==> config.mk <==
export PLATFORM = sky130hd
export DESIGN_NAME = adpp_lane
export DESIGN_NICKNAME = d
export VERILOG_FILES = /design/src/hw/rtl/adpp_pkg.sv /design/src/hw/rtl/adpp_lane.sv
export SDC_FILE = /design/constraint.sdc
export NUM_CORES = 1
export LEC_CHECK = 0
export BUFFER_PORTS_ARGS = -buffer_cell sky130_fd_sc_hd__clkbuf_2
export CORE_MARGIN = 2
export CORE_UTILIZATION = 35
export CTS_BUF_LIST = sky130_fd_sc_hd__clkbuf_4
export DETAILED_ROUTE_END_ITERATION = 10
export SYNTH_ARGS = -nofsm -noshare
export SYNTH_HDL_FRONTEND = slang
export SYNTH_SLANG_ARGS = --single-unit
==> constraint.sdc <==
create_clock -name clk_i -period 25.2 [get_ports clk_i]
set_input_delay 5.04 -clock clk_i [delete_from_list [all_inputs] [get_ports clk_i]]
set_output_delay 5.04 -clock clk_i [all_outputs]
set_load 0.01 [all_outputs]
==> src/hw/rtl/adpp_pkg.sv <==
// shared types, constants and fp32 arithmetic helpers for the row dot prep block
package adpp_pkg;

  localparam logic [31:0] CANON_NAN  = 32'h7FC0_0000;
  localparam logic [31:0] FP32_ONE   = 32'h3F80_0000;
  localparam logic [31:0] FP32_LOG2E = 32'h3FB8_AA3B;
  localparam logic [31:0] SCALE_RST  = 32'h3FB8_AA3B;
  localparam int unsigned RECIP_STEPS = 27;

  // register index codes (paddr bit 2)
  localparam logic REG_AUX_MODE = 1'b0;
  localparam logic REG_SCALE    = 1'b1;

  typedef struct packed {
    logic        done;
    logic [31:0] value;
  } recip_rsp_t;

  // leading zero count over a 50 bit word
  function automatic logic [5:0] lzc50(input logic [49:0] v);
    logic [5:0] n;
    logic       found;
    n = 6'd50;
    found = 1'b0;
    for (int i = 49; i >= 0; i--) begin
      if (!found && v[i]) begin
        n = 6'(49 - i);
        found = 1'b1;
      end
    end
    return n;
  endfunction

  // round to nearest even and pack; sig has its leading one at bit 49
  function automatic logic [31:0] round_pack(input logic sign, input logic signed [11:0] e,
                                             input logic [49:0] sig);
    logic [49:0] s;
    logic [7:0]  ef;
    logic        rnd;
    int          sh;
    s  = sig;
    ef = e[7:0];
    sh = 0;
    if (e >= 12'sd255) begin
      return {sign, 8'hFF, 23'd0};
    end
    if (e <= 12'sd0) begin
      sh = 1 - int'(e);
      ef = 8'd0;
      if (sh >= 50) begin
        s = {49'd0, |sig};
      end else begin
        s = (sig >> sh) | {49'd0, |(sig & ((50'd1 << sh) - 50'd1))};
      end
    end
    rnd = s[25] & ((|s[24:0]) | s[26]);
    return {sign, {ef, s[48:26]} + {30'd0, rnd}};
  endfunction

  // fp16 bits widened to fp32 bits, exact
  function automatic logic [31:0] half_to_f32(input logic [15:0] h);
    logic       s;
    logic [4:0] e;
    logic [9:0] m;
    logic [9:0] mn;
    logic [5:0] lz;
    s = h[15];
    e = h[14:10];
    m = h[9:0];
    lz = lzc50({m, 40'd0});
    mn = 10'(m << (lz + 6'd1));
    if (e == 5'd0) begin
      if (m == 10'd0) return {s, 31'd0};
      return {s, 8'(8'd112 - {2'd0, lz}), mn, 13'd0};
    end
    if (e == 5'd31) return {s, 8'hFF, m, 13'd0};
    return {s, 8'({3'd0, e} + 8'd112), m, 13'd0};
  endfunction

  function automatic logic [31:0] fp32_mul(input logic [31:0] a, input logic [31:0] b);
    logic [7:0]  ea, eb, eaf, ebf;
    logic [23:0] ga, gb;
    logic [47:0] p, pn;
    logic [5:0]  lz;
    logic signed [11:0] e;
    logic        sign, nan_a, nan_b, inf_a, inf_b, zero_a, zero_b;
    ea = a[30:23];
    eb = b[30:23];
    sign   = a[31] ^ b[31];
    nan_a  = (ea == 8'hFF) && (a[22:0] != 23'd0);
    nan_b  = (eb == 8'hFF) && (b[22:0] != 23'd0);
    inf_a  = (ea == 8'hFF) && (a[22:0] == 23'd0);
    inf_b  = (eb == 8'hFF) && (b[22:0] == 23'd0);
    zero_a = (a[30:0] == 31'd0);
    zero_b = (b[30:0] == 31'd0);
    if (nan_a || nan_b || (inf_a && zero_b) || (inf_b && zero_a)) return CANON_NAN;
    if (inf_a || inf_b) return {sign, 8'hFF, 23'd0};
    if (zero_a || zero_b) return {sign, 31'd0};
    eaf = (ea == 8'd0) ? 8'd1 : ea;
    ebf = (eb == 8'd0) ? 8'd1 : eb;
    ga  = {(ea != 8'd0), a[22:0]};
    gb  = {(eb != 8'd0), b[22:0]};
    p   = ga * gb;
    lz  = lzc50({p, 2'd0});
    pn  = p << lz;
    e   = $signed({4'd0, eaf}) + $signed({4'd0, ebf}) - 12'sd126 - $signed({6'd0, lz});
    return round_pack(sign, e, {pn, 2'd0});
  endfunction

  function automatic logic [31:0] fp32_add(input logic [31:0] a, input logic [31:0] b);
    logic [31:0] x, y;
    logic [7:0]  ex, ey, exf, eyf, d;
    logic [26:0] ax, by, bs;
    logic [27:0] r, rn;
    logic [5:0]  lz;
    logic signed [11:0] e;
    logic        nan_a, nan_b, inf_a, inf_b;
    nan_a = (a[30:23] == 8'hFF) && (a[22:0] != 23'd0);
    nan_b = (b[30:23] == 8'hFF) && (b[22:0] != 23'd0);
    inf_a = (a[30:23] == 8'hFF) && (a[22:0] == 23'd0);
    inf_b = (b[30:23] == 8'hFF) && (b[22:0] == 23'd0);
    if (nan_a || nan_b || (inf_a && inf_b && (a[31] != b[31]))) return CANON_NAN;
    if (inf_a) return a;
    if (inf_b) return b;
    if (a[30:0] >= b[30:0]) begin
      x = a;
      y = b;
    end else begin
      x = b;
      y = a;
    end
    ex  = x[30:23];
    ey  = y[30:23];
    exf = (ex == 8'd0) ? 8'd1 : ex;
    eyf = (ey == 8'd0) ? 8'd1 : ey;
    d   = exf - eyf;
    ax  = {(ex != 8'd0), x[22:0], 3'd0};
    by  = {(ey != 8'd0), y[22:0], 3'd0};
    if (d >= 8'd27) begin
      bs = {26'd0, |by};
    end else begin
      bs = (by >> d) | {26'd0, |(by & ((27'd1 << d) - 27'd1))};
    end
    if (x[31] != y[31]) r = {1'b0, ax} - {1'b0, bs};
    else                r = {1'b0, ax} + {1'b0, bs};
    if (r == 28'd0) return {a[31] & b[31], 31'd0};
    lz = lzc50({r, 22'd0});
    rn = r << lz;
    e  = $signed({4'd0, exf}) + 12'sd1 - $signed({6'd0, lz});
    return round_pack(x[31], e, {rn, 22'd0});
  endfunction

endpackage

==> src/hw/rtl/adpp_lane.sv <==
// one lane: exact fp32 product of an fp16 gradient and output pair
module adpp_lane (
  input  logic        clk_i,
  input  logic        load_i,
  input  logic [15:0] grad_i,
  input  logic [15:0] fwd_i,
  output logic [31:0] prod_o
);

  logic [31:0] prod_q;
  logic [31:0] prod_d;

  assign prod_d = adpp_pkg::fp32_mul(adpp_pkg::half_to_f32(grad_i),
                                     adpp_pkg::half_to_f32(fwd_i));

  always_ff @(posedge clk_i) begin
    if (load_i) begin
      prod_q <= prod_d;
    end
  end

  assign prod_o = prod_q;

endmodule

==> run summary <==
Layout area overhead = 6.74%
Largest net degree at the start of global routing = 41
Period utilization = 91.5%
Synth top cells by count = nor2_1 (195), nand2_1 (186), inv_1 (168)
Top cell type's share of synthesized area = 12.2%
Post-route ant nets = 0
Post-CTS Setup Inserts = 0
Outcome = complete, no violations
Crit. End Element = flip-flop
Crit. Startpoint = grad_i[7]
Max cap viols = 0
Chip width = 203 um
CP Launch Type = input pin
CP required = 25320 ps
TritonCTS buffer count = 5
Max FFs per register = 32
Layout Nets = 2138
Die Height = 203 um
Port Buffers = 65
Cell variety after synth = 100
Cell mode on critical path = ha_1
WHS = 5150 ps
DIE AREA = 41000 sq um
H-tree depth = 2
Min Tclk post-route = 23060 ps
Clock Sink Count = 32
CTS tree = built
DR pass1 iterations = 7
Via count = 15500
Peak Freq = 0.0434 GHz
Share of cells above drive strength 1 = 9.86%
Effective utilization at floorplan = 35.5%
Placement Rows = 72
RSZ-0062 raised after global routing = no
Post-synthesis register bit count = 32
Yosys top cell by area = ha_1
Synth area leaders = ha_1 (12%), fa_1 (12%), edfxtp_1 (7.0%)
Syn_area_per_cell = 7.37 sq um
Hold Startpoint = grad_i[15]
GRT overflow = 0
Remaining DRCs = 0
Most common cell in the netlist = nor2_1
Hold Vio Cnt, Final = 0
Routed vias/inst = 6.44
I/O pin count = 66
Core box area = 38800 sq um
Initial antenna violation count = 1
Worst-path clk slew = 110 ps
Syn Nets = 2124
Worst Max-Slew Pin Slew = 1250 ps
Synthesized cell area = 13800 sq um
Relative slew slack = 15.6%
Fillers = 4007
Register area share after synthesis = 6.96%
YS warnings = 0
Cts-stage hold buffer count = 0
Placed Instance Area = 14700 sq um
Initial DRC count = 1941
Ys async rst share = 0%
Final wirelength = 53900 um
Most used DFF post-synth = edfxtp_1
Longest Clk Path Bufs = 2
Post-synth EDFFs = 32
CP peak stage delay = 900 ps
Hold Crit Class = input pin to flip-flop
Post-CTS Resized = 0
Setup CP Type = input pin to flip-flop
Setup_tns = 0 ps
Syn Inst Count = 1872
Critical path peak fanout = 16
Vias in the first global route = 14700
Total GRT Usage = 26.0%
RePlAce Congestion = 1.03
First-pass GRT wire length = 85600 um
Max Slew Vio Count = 0
Root Buffer = clkbuf_4
Post-route cell area = 14700 sq um
Slowest CP cell = xnor2_1
WP data arrival = 23180 ps
Endpoints failing setup = 0
WL/cell = 22.4 um
Post-DP HPWL = 43800 um
Antenna cells = 0
## layout by cell type (no fill, tap or decap), types with 15 or more instances in the layout
master,instances
nor2_1,195
xnor2_1,24
fa_1,83
or2_2,24
and2_1,21
nand3_1,67
a221oi_1,17
a21o_1,25
nor3_1,70
nand2_1,186
a31oi_1,23
nand2b_1,21
o211ai_1,28
nor4_1,20
or3_1,15
nand4_1,27
a211oi_1,34
o31ai_1,16
o21ai_0,84
o21a_1,22
a21oi_1,96
a22oi_1,23
ha_1,135
inv_1,168
o22ai_1,19
mux2i_1,30
buf_4,28
clkbuf_2,65
a22o_1,17
edfxtp_1,32
## final cells by class
cell class                 instances  area (sq um)  area share (%)
multi-input combinational       1583         11900            80.5
sequential                        32           961            6.52
tap                              518           648            4.40
inverter                         171           644            4.37
timing repair buffer              93           536            3.64
clock buffer                       6          45.0           0.306
clock inverter                     2          35.0           0.238
## logic make-up after synthesis
logic type,count (synthesis),synth area share [%]
AND/OR/NAND/NOR,704,24.6
adder cells (fa/ha/maj),218,24.3
flip-flops,32,6.96
multiplexers,45,3.86
XOR/XNOR,39,2.47
AO/OA/AOI/OAI,577,30.7
buffers and inverters,257,7.14
## critical path, delay by kind of cell
family	cells	cell delay [ps]
compound gates	21	6140
xor+xnor	2	1280
fa+ha+maj	13	5290
buf+inv	9	1680
mux	2	460
simple gates	11	3240
## metrics by stage
step	worst slack, ps	std cells	util, %
after floorplan	4710	1872	-
after global placement	2570	2397	37.7
after detailed placement	2220	2397	37.7
after CTS	2560	2405	37.9
after global routing	1010	2405	37.9
final	2140	2405	37.9
## per-layer routing
metal	routed length (um)	part of all wire, %	global-route usage (%)
met5	16	0.030	0
met1	23400	43	36.6
met3	4890	9.1	3.61
met2	23400	43	40.6
met4	2250	4.2	8.97
## path summary, 6_finish.rpt
path | end | cells past startpoint
worst min-delay path | prod_o[31]$_SDFFCE_PP0P_ | 3
worst max-delay path | prod_o[26]$_SDFFCE_PP1P_ | 58
Power is not shown: default switching activity piles up to over one toggle a cycle in this logic, so the estimate is an artifact.
