File: config.mk
export PLATFORM = sky130hd
export DESIGN_NAME = adpp_recip
export DESIGN_NICKNAME = d
export VERILOG_FILES = /design/src/hw/rtl/adpp_pkg.sv /design/src/hw/rtl/adpp_recip.sv
export SDC_FILE = /design/constraint.sdc
export NUM_CORES = 1
export LEC_CHECK = 0
export BUFFER_PORTS_ARGS = -buffer_cell sky130_fd_sc_hd__clkbuf_2
export CAP_MARGIN = 40
export CORE_MARGIN = 5
export CORE_UTILIZATION = 45
export DETAILED_ROUTE_END_ITERATION = 8
export GPL_TIMING_DRIVEN = 0
export MAX_ROUTING_LAYER = met4
export PLACE_DENSITY_LB_ADDON = 0.05
export SLEW_MARGIN = 20
export SYNTH_ARGS = -nofsm -noshare
export SYNTH_HDL_FRONTEND = slang
export SYNTH_SLANG_ARGS = --single-unit
File: constraint.sdc
create_clock -name clk_i -period 14.3 [get_ports clk_i]
set_input_delay 0.715 -clock clk_i [delete_from_list [all_inputs] [get_ports clk_i]]
set_output_delay 0.715 -clock clk_i [all_outputs]
set_load 0.01 [all_outputs]
File: src/hw/rtl/adpp_pkg.sv
// shared types, constants and fp32 arithmetic helpers for the row dot prep block
package adpp_pkg;

  localparam logic [31:0] CANON_NAN  = 32'h7FC0_0000;
  localparam logic [31:0] FP32_ONE   = 32'h3F80_0000;
  localparam logic [31:0] FP32_LOG2E = 32'h3FB8_AA3B;
  localparam logic [31:0] SCALE_RST  = 32'h3FB8_AA3B;
  localparam int unsigned RECIP_STEPS = 27;

  // register index codes (paddr bit 2)
  localparam logic REG_AUX_MODE = 1'b0;
  localparam logic REG_SCALE    = 1'b1;

  typedef struct packed {
    logic        done;
    logic [31:0] value;
  } recip_rsp_t;

  // leading zero count over a 50 bit word
  function automatic logic [5:0] lzc50(input logic [49:0] v);
    logic [5:0] n;
    logic       found;
    n = 6'd50;
    found = 1'b0;
    for (int i = 49; i >= 0; i--) begin
      if (!found && v[i]) begin
        n = 6'(49 - i);
        found = 1'b1;
      end
    end
    return n;
  endfunction

  // round to nearest even and pack; sig has its leading one at bit 49
  function automatic logic [31:0] round_pack(input logic sign, input logic signed [11:0] e,
                                             input logic [49:0] sig);
    logic [49:0] s;
    logic [7:0]  ef;
    logic        rnd;
    int          sh;
    s  = sig;
    ef = e[7:0];
    sh = 0;
    if (e >= 12'sd255) begin
      return {sign, 8'hFF, 23'd0};
    end
    if (e <= 12'sd0) begin
      sh = 1 - int'(e);
      ef = 8'd0;
      if (sh >= 50) begin
        s = {49'd0, |sig};
      end else begin
        s = (sig >> sh) | {49'd0, |(sig & ((50'd1 << sh) - 50'd1))};
      end
    end
    rnd = s[25] & ((|s[24:0]) | s[26]);
    return {sign, {ef, s[48:26]} + {30'd0, rnd}};
  endfunction

  // fp16 bits widened to fp32 bits, exact
  function automatic logic [31:0] half_to_f32(input logic [15:0] h);
    logic       s;
    logic [4:0] e;
    logic [9:0] m;
    logic [9:0] mn;
    logic [5:0] lz;
    s = h[15];
    e = h[14:10];
    m = h[9:0];
    lz = lzc50({m, 40'd0});
    mn = 10'(m << (lz + 6'd1));
    if (e == 5'd0) begin
      if (m == 10'd0) return {s, 31'd0};
      return {s, 8'(8'd112 - {2'd0, lz}), mn, 13'd0};
    end
    if (e == 5'd31) return {s, 8'hFF, m, 13'd0};
    return {s, 8'({3'd0, e} + 8'd112), m, 13'd0};
  endfunction

  function automatic logic [31:0] fp32_mul(input logic [31:0] a, input logic [31:0] b);
    logic [7:0]  ea, eb, eaf, ebf;
    logic [23:0] ga, gb;
    logic [47:0] p, pn;
    logic [5:0]  lz;
    logic signed [11:0] e;
    logic        sign, nan_a, nan_b, inf_a, inf_b, zero_a, zero_b;
    ea = a[30:23];
    eb = b[30:23];
    sign   = a[31] ^ b[31];
    nan_a  = (ea == 8'hFF) && (a[22:0] != 23'd0);
    nan_b  = (eb == 8'hFF) && (b[22:0] != 23'd0);
    inf_a  = (ea == 8'hFF) && (a[22:0] == 23'd0);
    inf_b  = (eb == 8'hFF) && (b[22:0] == 23'd0);
    zero_a = (a[30:0] == 31'd0);
    zero_b = (b[30:0] == 31'd0);
    if (nan_a || nan_b || (inf_a && zero_b) || (inf_b && zero_a)) return CANON_NAN;
    if (inf_a || inf_b) return {sign, 8'hFF, 23'd0};
    if (zero_a || zero_b) return {sign, 31'd0};
    eaf = (ea == 8'd0) ? 8'd1 : ea;
    ebf = (eb == 8'd0) ? 8'd1 : eb;
    ga  = {(ea != 8'd0), a[22:0]};
    gb  = {(eb != 8'd0), b[22:0]};
    p   = ga * gb;
    lz  = lzc50({p, 2'd0});
    pn  = p << lz;
    e   = $signed({4'd0, eaf}) + $signed({4'd0, ebf}) - 12'sd126 - $signed({6'd0, lz});
    return round_pack(sign, e, {pn, 2'd0});
  endfunction

  function automatic logic [31:0] fp32_add(input logic [31:0] a, input logic [31:0] b);
    logic [31:0] x, y;
    logic [7:0]  ex, ey, exf, eyf, d;
    logic [26:0] ax, by, bs;
    logic [27:0] r, rn;
    logic [5:0]  lz;
    logic signed [11:0] e;
    logic        nan_a, nan_b, inf_a, inf_b;
    nan_a = (a[30:23] == 8'hFF) && (a[22:0] != 23'd0);
    nan_b = (b[30:23] == 8'hFF) && (b[22:0] != 23'd0);
    inf_a = (a[30:23] == 8'hFF) && (a[22:0] == 23'd0);
    inf_b = (b[30:23] == 8'hFF) && (b[22:0] == 23'd0);
    if (nan_a || nan_b || (inf_a && inf_b && (a[31] != b[31]))) return CANON_NAN;
    if (inf_a) return a;
    if (inf_b) return b;
    if (a[30:0] >= b[30:0]) begin
      x = a;
      y = b;
    end else begin
      x = b;
      y = a;
    end
    ex  = x[30:23];
    ey  = y[30:23];
    exf = (ex == 8'd0) ? 8'd1 : ex;
    eyf = (ey == 8'd0) ? 8'd1 : ey;
    d   = exf - eyf;
    ax  = {(ex != 8'd0), x[22:0], 3'd0};
    by  = {(ey != 8'd0), y[22:0], 3'd0};
    if (d >= 8'd27) begin
      bs = {26'd0, |by};
    end else begin
      bs = (by >> d) | {26'd0, |(by & ((27'd1 << d) - 27'd1))};
    end
    if (x[31] != y[31]) r = {1'b0, ax} - {1'b0, bs};
    else                r = {1'b0, ax} + {1'b0, bs};
    if (r == 28'd0) return {a[31] & b[31], 31'd0};
    lz = lzc50({r, 22'd0});
    rn = r << lz;
    e  = $signed({4'd0, exf}) + 12'sd1 - $signed({6'd0, lz});
    return round_pack(x[31], e, {rn, 22'd0});
  endfunction

endpackage

File: src/hw/rtl/adpp_recip.sv
// iterative fp32 reciprocal, one quotient bit per cycle, zero in gives zero out
module adpp_recip (
  input  logic                   clk_i,
  input  logic                   rst_ni,
  input  logic                   start_i,
  input  logic [31:0]            operand_i,
  output adpp_pkg::recip_rsp_t   rsp_o
);

  logic        busy_q, done_q;
  logic [4:0]  cnt_q;
  logic [24:0] rem_q;
  logic [23:0] m_q;
  logic [26:0] quo_q;
  logic signed [11:0] e_q;
  logic        sign_q, spec_q;
  logic [31:0] spec_val_q;

  logic [7:0]  ea, eaf;
  logic [23:0] sig;
  logic [5:0]  lz;
  logic        ge;
  logic        sticky;
  logic signed [11:0] e_out;
  logic [49:0] sig_out;

  assign ea  = operand_i[30:23];
  assign eaf = (ea == 8'd0) ? 8'd1 : ea;
  assign sig = {(ea != 8'd0), operand_i[22:0]};
  assign lz  = adpp_pkg::lzc50({sig, 26'd0});
  assign ge  = (rem_q >= {1'b0, m_q});

  always_ff @(posedge clk_i or negedge rst_ni) begin
    if (!rst_ni) begin
      busy_q <= 1'b0;
      done_q <= 1'b0;
      cnt_q  <= '0;
    end else begin
      done_q <= 1'b0;
      if (start_i) begin
        busy_q <= 1'b1;
        cnt_q  <= '0;
      end else if (busy_q) begin
        cnt_q <= cnt_q + 5'd1;
        if (cnt_q == 5'(adpp_pkg::RECIP_STEPS - 1)) begin
          busy_q <= 1'b0;
          done_q <= 1'b1;
        end
      end
    end
  end

  always_ff @(posedge clk_i) begin
    if (start_i) begin
      sign_q <= operand_i[31];
      m_q    <= 24'(sig << lz);
      e_q    <= $signed({4'd0, eaf}) - $signed({6'd0, lz});
      rem_q  <= 25'h080_0000;
      quo_q  <= '0;
      spec_q <= (ea == 8'hFF) || (operand_i[30:0] == 31'd0);
      if (ea == 8'hFF && operand_i[22:0] != 23'd0) begin
        spec_val_q <= adpp_pkg::CANON_NAN;
      end else if (ea == 8'hFF) begin
        spec_val_q <= {operand_i[31], 31'd0};
      end else begin
        spec_val_q <= 32'd0;
      end
    end else if (busy_q) begin
      quo_q <= {quo_q[25:0], ge};
      rem_q <= ge ? 25'((rem_q - {1'b0, m_q}) << 1) : 25'(rem_q << 1);
    end
  end

  assign sticky  = (rem_q != 25'd0);
  assign e_out   = quo_q[26] ? (12'sd254 - e_q) : (12'sd253 - e_q);
  assign sig_out = quo_q[26] ? ({quo_q, 23'd0} | {49'd0, sticky})
                             : ({quo_q[25:0], 24'd0} | {49'd0, sticky});

  assign rsp_o.done  = done_q;
  assign rsp_o.value = spec_q ? spec_val_q : adpp_pkg::round_pack(sign_q, e_out, sig_out);

endmodule

==> impl_metrics.csv <==
group,metric,value,unit
cts,cts_root_buf,"clkbuf_16",
floorplan,core_area,22710,um^2
synth,yosys.area.top_type,"mux2i_1",
floorplan,boundaryPins,68,
cts,numCtsBuffers,9,
place,routabilityCongestion,0.9585,
setup_path,critPathBufInv,6,
floorplan,start_util,0.4591,
setup_path,rr_startpoint,"m_q[1]$_SDFFCE_PP0P_",
place,dpl.hpwl,26640,um
timing,final_max_slew_viol_count,0,
setup_path,crit_type,"flop to output port",
cts,hold_buffers,0,
cells_and_area,diodes,0,
synth,synth_flop_cell,"dfxtp_1",
grt,grt_first_pass_wirelength,54140,um
timing,fmax,150.8,MHz
power,powerDensity,99.91,nW/um^2
cts,worstSkewPairLatency,360,ps
synth,syn_avg_cell_area,8.138,um^2
setup_path,worstPathCellList,"ha_1 -> and2_4 -> nor2_4 -> clkbuf_1 -> ha_1 -> clkbuf_1 -> clkbuf_1 -> mux4_2 -> mux2i_1 -> nand2_1 -> o32ai_1 -> ha_1 -> nor2b_1 -> clkbuf_1 -> and3_1 -> buf_2 -> a21oi_1 -> a211oi_1 -> clkbuf_2",
synth,ys_top_cells_by_count,"148 x nor2_1, 127 x mux2i_1, 82 x nand2_1",
synth,yosys.cell_count.top_type,"nor2_1",
grt,grt_pass1_vias,10140,
setup_path,crit_fanout,10,
floorplan,dieArea,26310,um^2
setup_path,rr_endpoint,"rem_q[20]$_SDFFE_PP0P_",
min_path,min_path_type,"primary input to asynchronous set/reset pin",
synth,yosysUniqueCellTypes,98,
cells_and_area,final_area,11450,um^2
drt,drt_wl_total,33600,um
cts,clockBufferDepth,2,
timing,fin_worst_skew,15.02,ps
cts,cts_sinks,95,
timing,rsz0062_at_grt,"false",
grt,antenna_found_initial,0,
run_status,outcome,"finished clean",
timing,slew_headroom,0.4192,
drt,ant_nets,0,
power,p_leak,4.772,nW
timing,fin_crit,6632,ps
synth,synth_edf_count,37,
setup_path,rr_worst_depth,13,
setup_path,critical_path.top_delay_family,"buffers and inverters",
cts,cts_tree,"yes",
grt,grt_overflow,0,
cts,clkTransAtPathRegs,80,ps
synth,syn_nets,1355,
setup_path,startpoint_type,"flop",
drt,drt_iter0_markers,802,
cells_and_area,drive_gt1_frac,0.1414,
setup_path,cpMostUsedCell,"clkbuf_1",
setup_path,worstPathRequired,13590,ps
grt,grt_max_degree,31,
synth,yosys_warnings,0,
place,placed_cell_area,11140,um^2
floorplan,rows,55,
timing,tns,0,ps
timing,tightest_slew,860.3,ps
power,max-vdd-ir-drop,0.07325,mV
cells_and_area,finish.utilization,0.5041,
flow_run,cap_violations,0,
cts,cts_max_level,3,
floorplan,die_h,162.2,um
synth,synth.area.top_cells,"mux2i_1 12%, edfxtp_1 11%, dfxtp_1 9.8%",
floorplan,chipWidth,162.2,um
setup_path,slowest_delay,580,ps
synth,synth_area,10420,um^2
setup_path,end_kind,"output port",
timing,timing.final.crit_share,0.4638,
place,port_buffers,66,
drt,first_pass_iters,5,
synth,synthArstFlopShare,0.07368,
timing,final_hold_viol_count,0,
drt,wl_per_cell,20.36,um
cts,cts_setup_buffers,0,
cts,cts_resized,0,
timing,setup_viol,0,
place,dp_cells,1634,
drt,num_vias,10330,
synth,ys_ff_latch,95,
cells_and_area,fin_cells,1650,
power,power,1.144,mW
grt,grtUsageTotal,0.2613,
synth,yosysTopAreaCellShare,0.1219,
drt,viasPerCell,6.263,
setup_path,cp_slowest_cell,"clkbuf_1",
synth,netlist_instances,1281,
drt,drcViolationCount,0,
setup_path,rrSetupSlack,9830,ps
setup_path,crit_arrival,5920,ps
cells_and_area,areaGrowthSynthToFinish,9.805,%
cells_and_area,nets,1434,
synth,ys_seq_area_frac,0.2213,
==> logic make-up (layout without fill, tap and decap cells) <==
group	after synthesis	count (layout)	share of synthesized area
buffers and inverters	143	227	0.05809
and+or+nand+nor	452	452	0.2192
muxes	177	177	0.1878
xor gates and xnor gates	37	37	0.03372
adders and majority gates	40	40	0.04921
AOI/OAI and AO/OA	337	337	0.2307
DFF	95	95	0.2213
==> how the worst max path moves through the flow <==
| stage | start | endpoint | depth (start not counted) |
|---|---|---|---|
| final | e_q[1]$_DFFE_PP_ | rsp_o[12] | 19 |
| after global routing | e_q[1]$_DFFE_PP_ | rsp_o[14] | 19 |
| after CTS | e_q[1]$_DFFE_PP_ | rsp_o[12] | 19 |
| after floorplan | e_q[1]$_DFFE_PP_ | rsp_o[12] | 18 |
| after detailed placement | e_q[1]$_DFFE_PP_ | rsp_o[12] | 19 |
| after global placement | e_q[1]$_DFFE_PP_ | rsp_o[24] | 14 |
==> metrics by stage <==
stage	worst slack [ps]	hold WS, ps
after floorplan	9047	419.4
after global placement	8130	509.4
after detailed placement	8098	506.6
after CTS	7677	164.2
after global routing	7224	170.7
final	7668	173.9
==> layout make-up <==
| type | count | area, um^2 |
|---|---|---|
| fillers | 2356 | 11260 |
| multi-input cells | 1043 | 7512 |
| flip-flops and latches | 95 | 2307 |
| well taps | 285 | 356.6 |
| repair buffers | 68 | 354.1 |
| plain buffers | 75 | 350.3 |
| inverters | 68 | 255.2 |
| clock buffers | 9 | 225.2 |
| clock inverters | 7 | 86.33 |
==> routing by layer <==
| layer | vias up | global-route usage | part of all wire |
|---|---|---|---|
| li1 | 5027 | - | - |
| met1 | 4935 | 0.3248 | 0.43 |
| met2 | 304 | 0.4433 | 0.49 |
| met3 | 68 | 0.02715 | 0.047 |
| met4 | 0 | 0.09266 | 0.036 |
| met5 | - | - | 0 |
==> flip-flops by register name, indices dropped and copies added, names as in the netlist <==
register	count
busy_q	1
cnt_q	5
done_q	1
e_q	9
m_q	24
quo_q	27
rem_q	24
sign_q	1
spec_q	1
spec_val_q	2
==> cell usage in the layout (no fill, tap or decap), types with 9 or more instances in the layout <==
cell       synthesis  final
ha_1              37     37
clkbuf_2           2     68
clkbuf_1          36     36
nand3_1           43     43
nor4_1            18     18
buf_2             17     17
mux2i_1          127    127
a31oi_1           21     21
edfxtp_1          37     37
nand2b_1           9      9
nor2_1           148    148
and3_1            14     14
o22ai_1           15     15
xnor2_1           22     22
o31ai_1            9      9
a21o_1            15     15
nand2_1           82     82
o211ai_1          18     18
nor3_1            35     35
nor2b_1           15     15
and2_1            12     12
inv_1             64     64
mux4_2            10     10
o21a_1            12     12
clkbuf_16          0      9
and4_1            12     12
o21ai_0           52     52
mux2_2            36     36
dfxtp_1           51     51
buf_1             10     11
a211oi_1          36     36
a21oi_1           50     50
nand4_1           22     22
xor2_1            13     13
==> power by group <==
part	switching [mW]	total, mW	internal [mW]	leakage [nW]
Sequential	0.0464	0.370	0.323	0.868
Combinational	0.308	0.527	0.219	3.75
Clock	0.122	0.247	0.126	0.151
Total	0.476	1.14	0.668	4.77
==> worst reg2reg max path, cell delays in order (launching register included) <==
cell and delay (ps):
edfxtp_1 410, inv_1 70, ha_1 230, nor2b_1 140, o21ai_0 220, a21boi_0 150, o21ai_0 400, a31oi_1 220
o31ai_1 450, a31oi_1 390, a221oi_1 800, clkbuf_1 530, a21oi_1 150, a211oi_1 250
No activity file was read; power rests on OpenSTA's default activity.
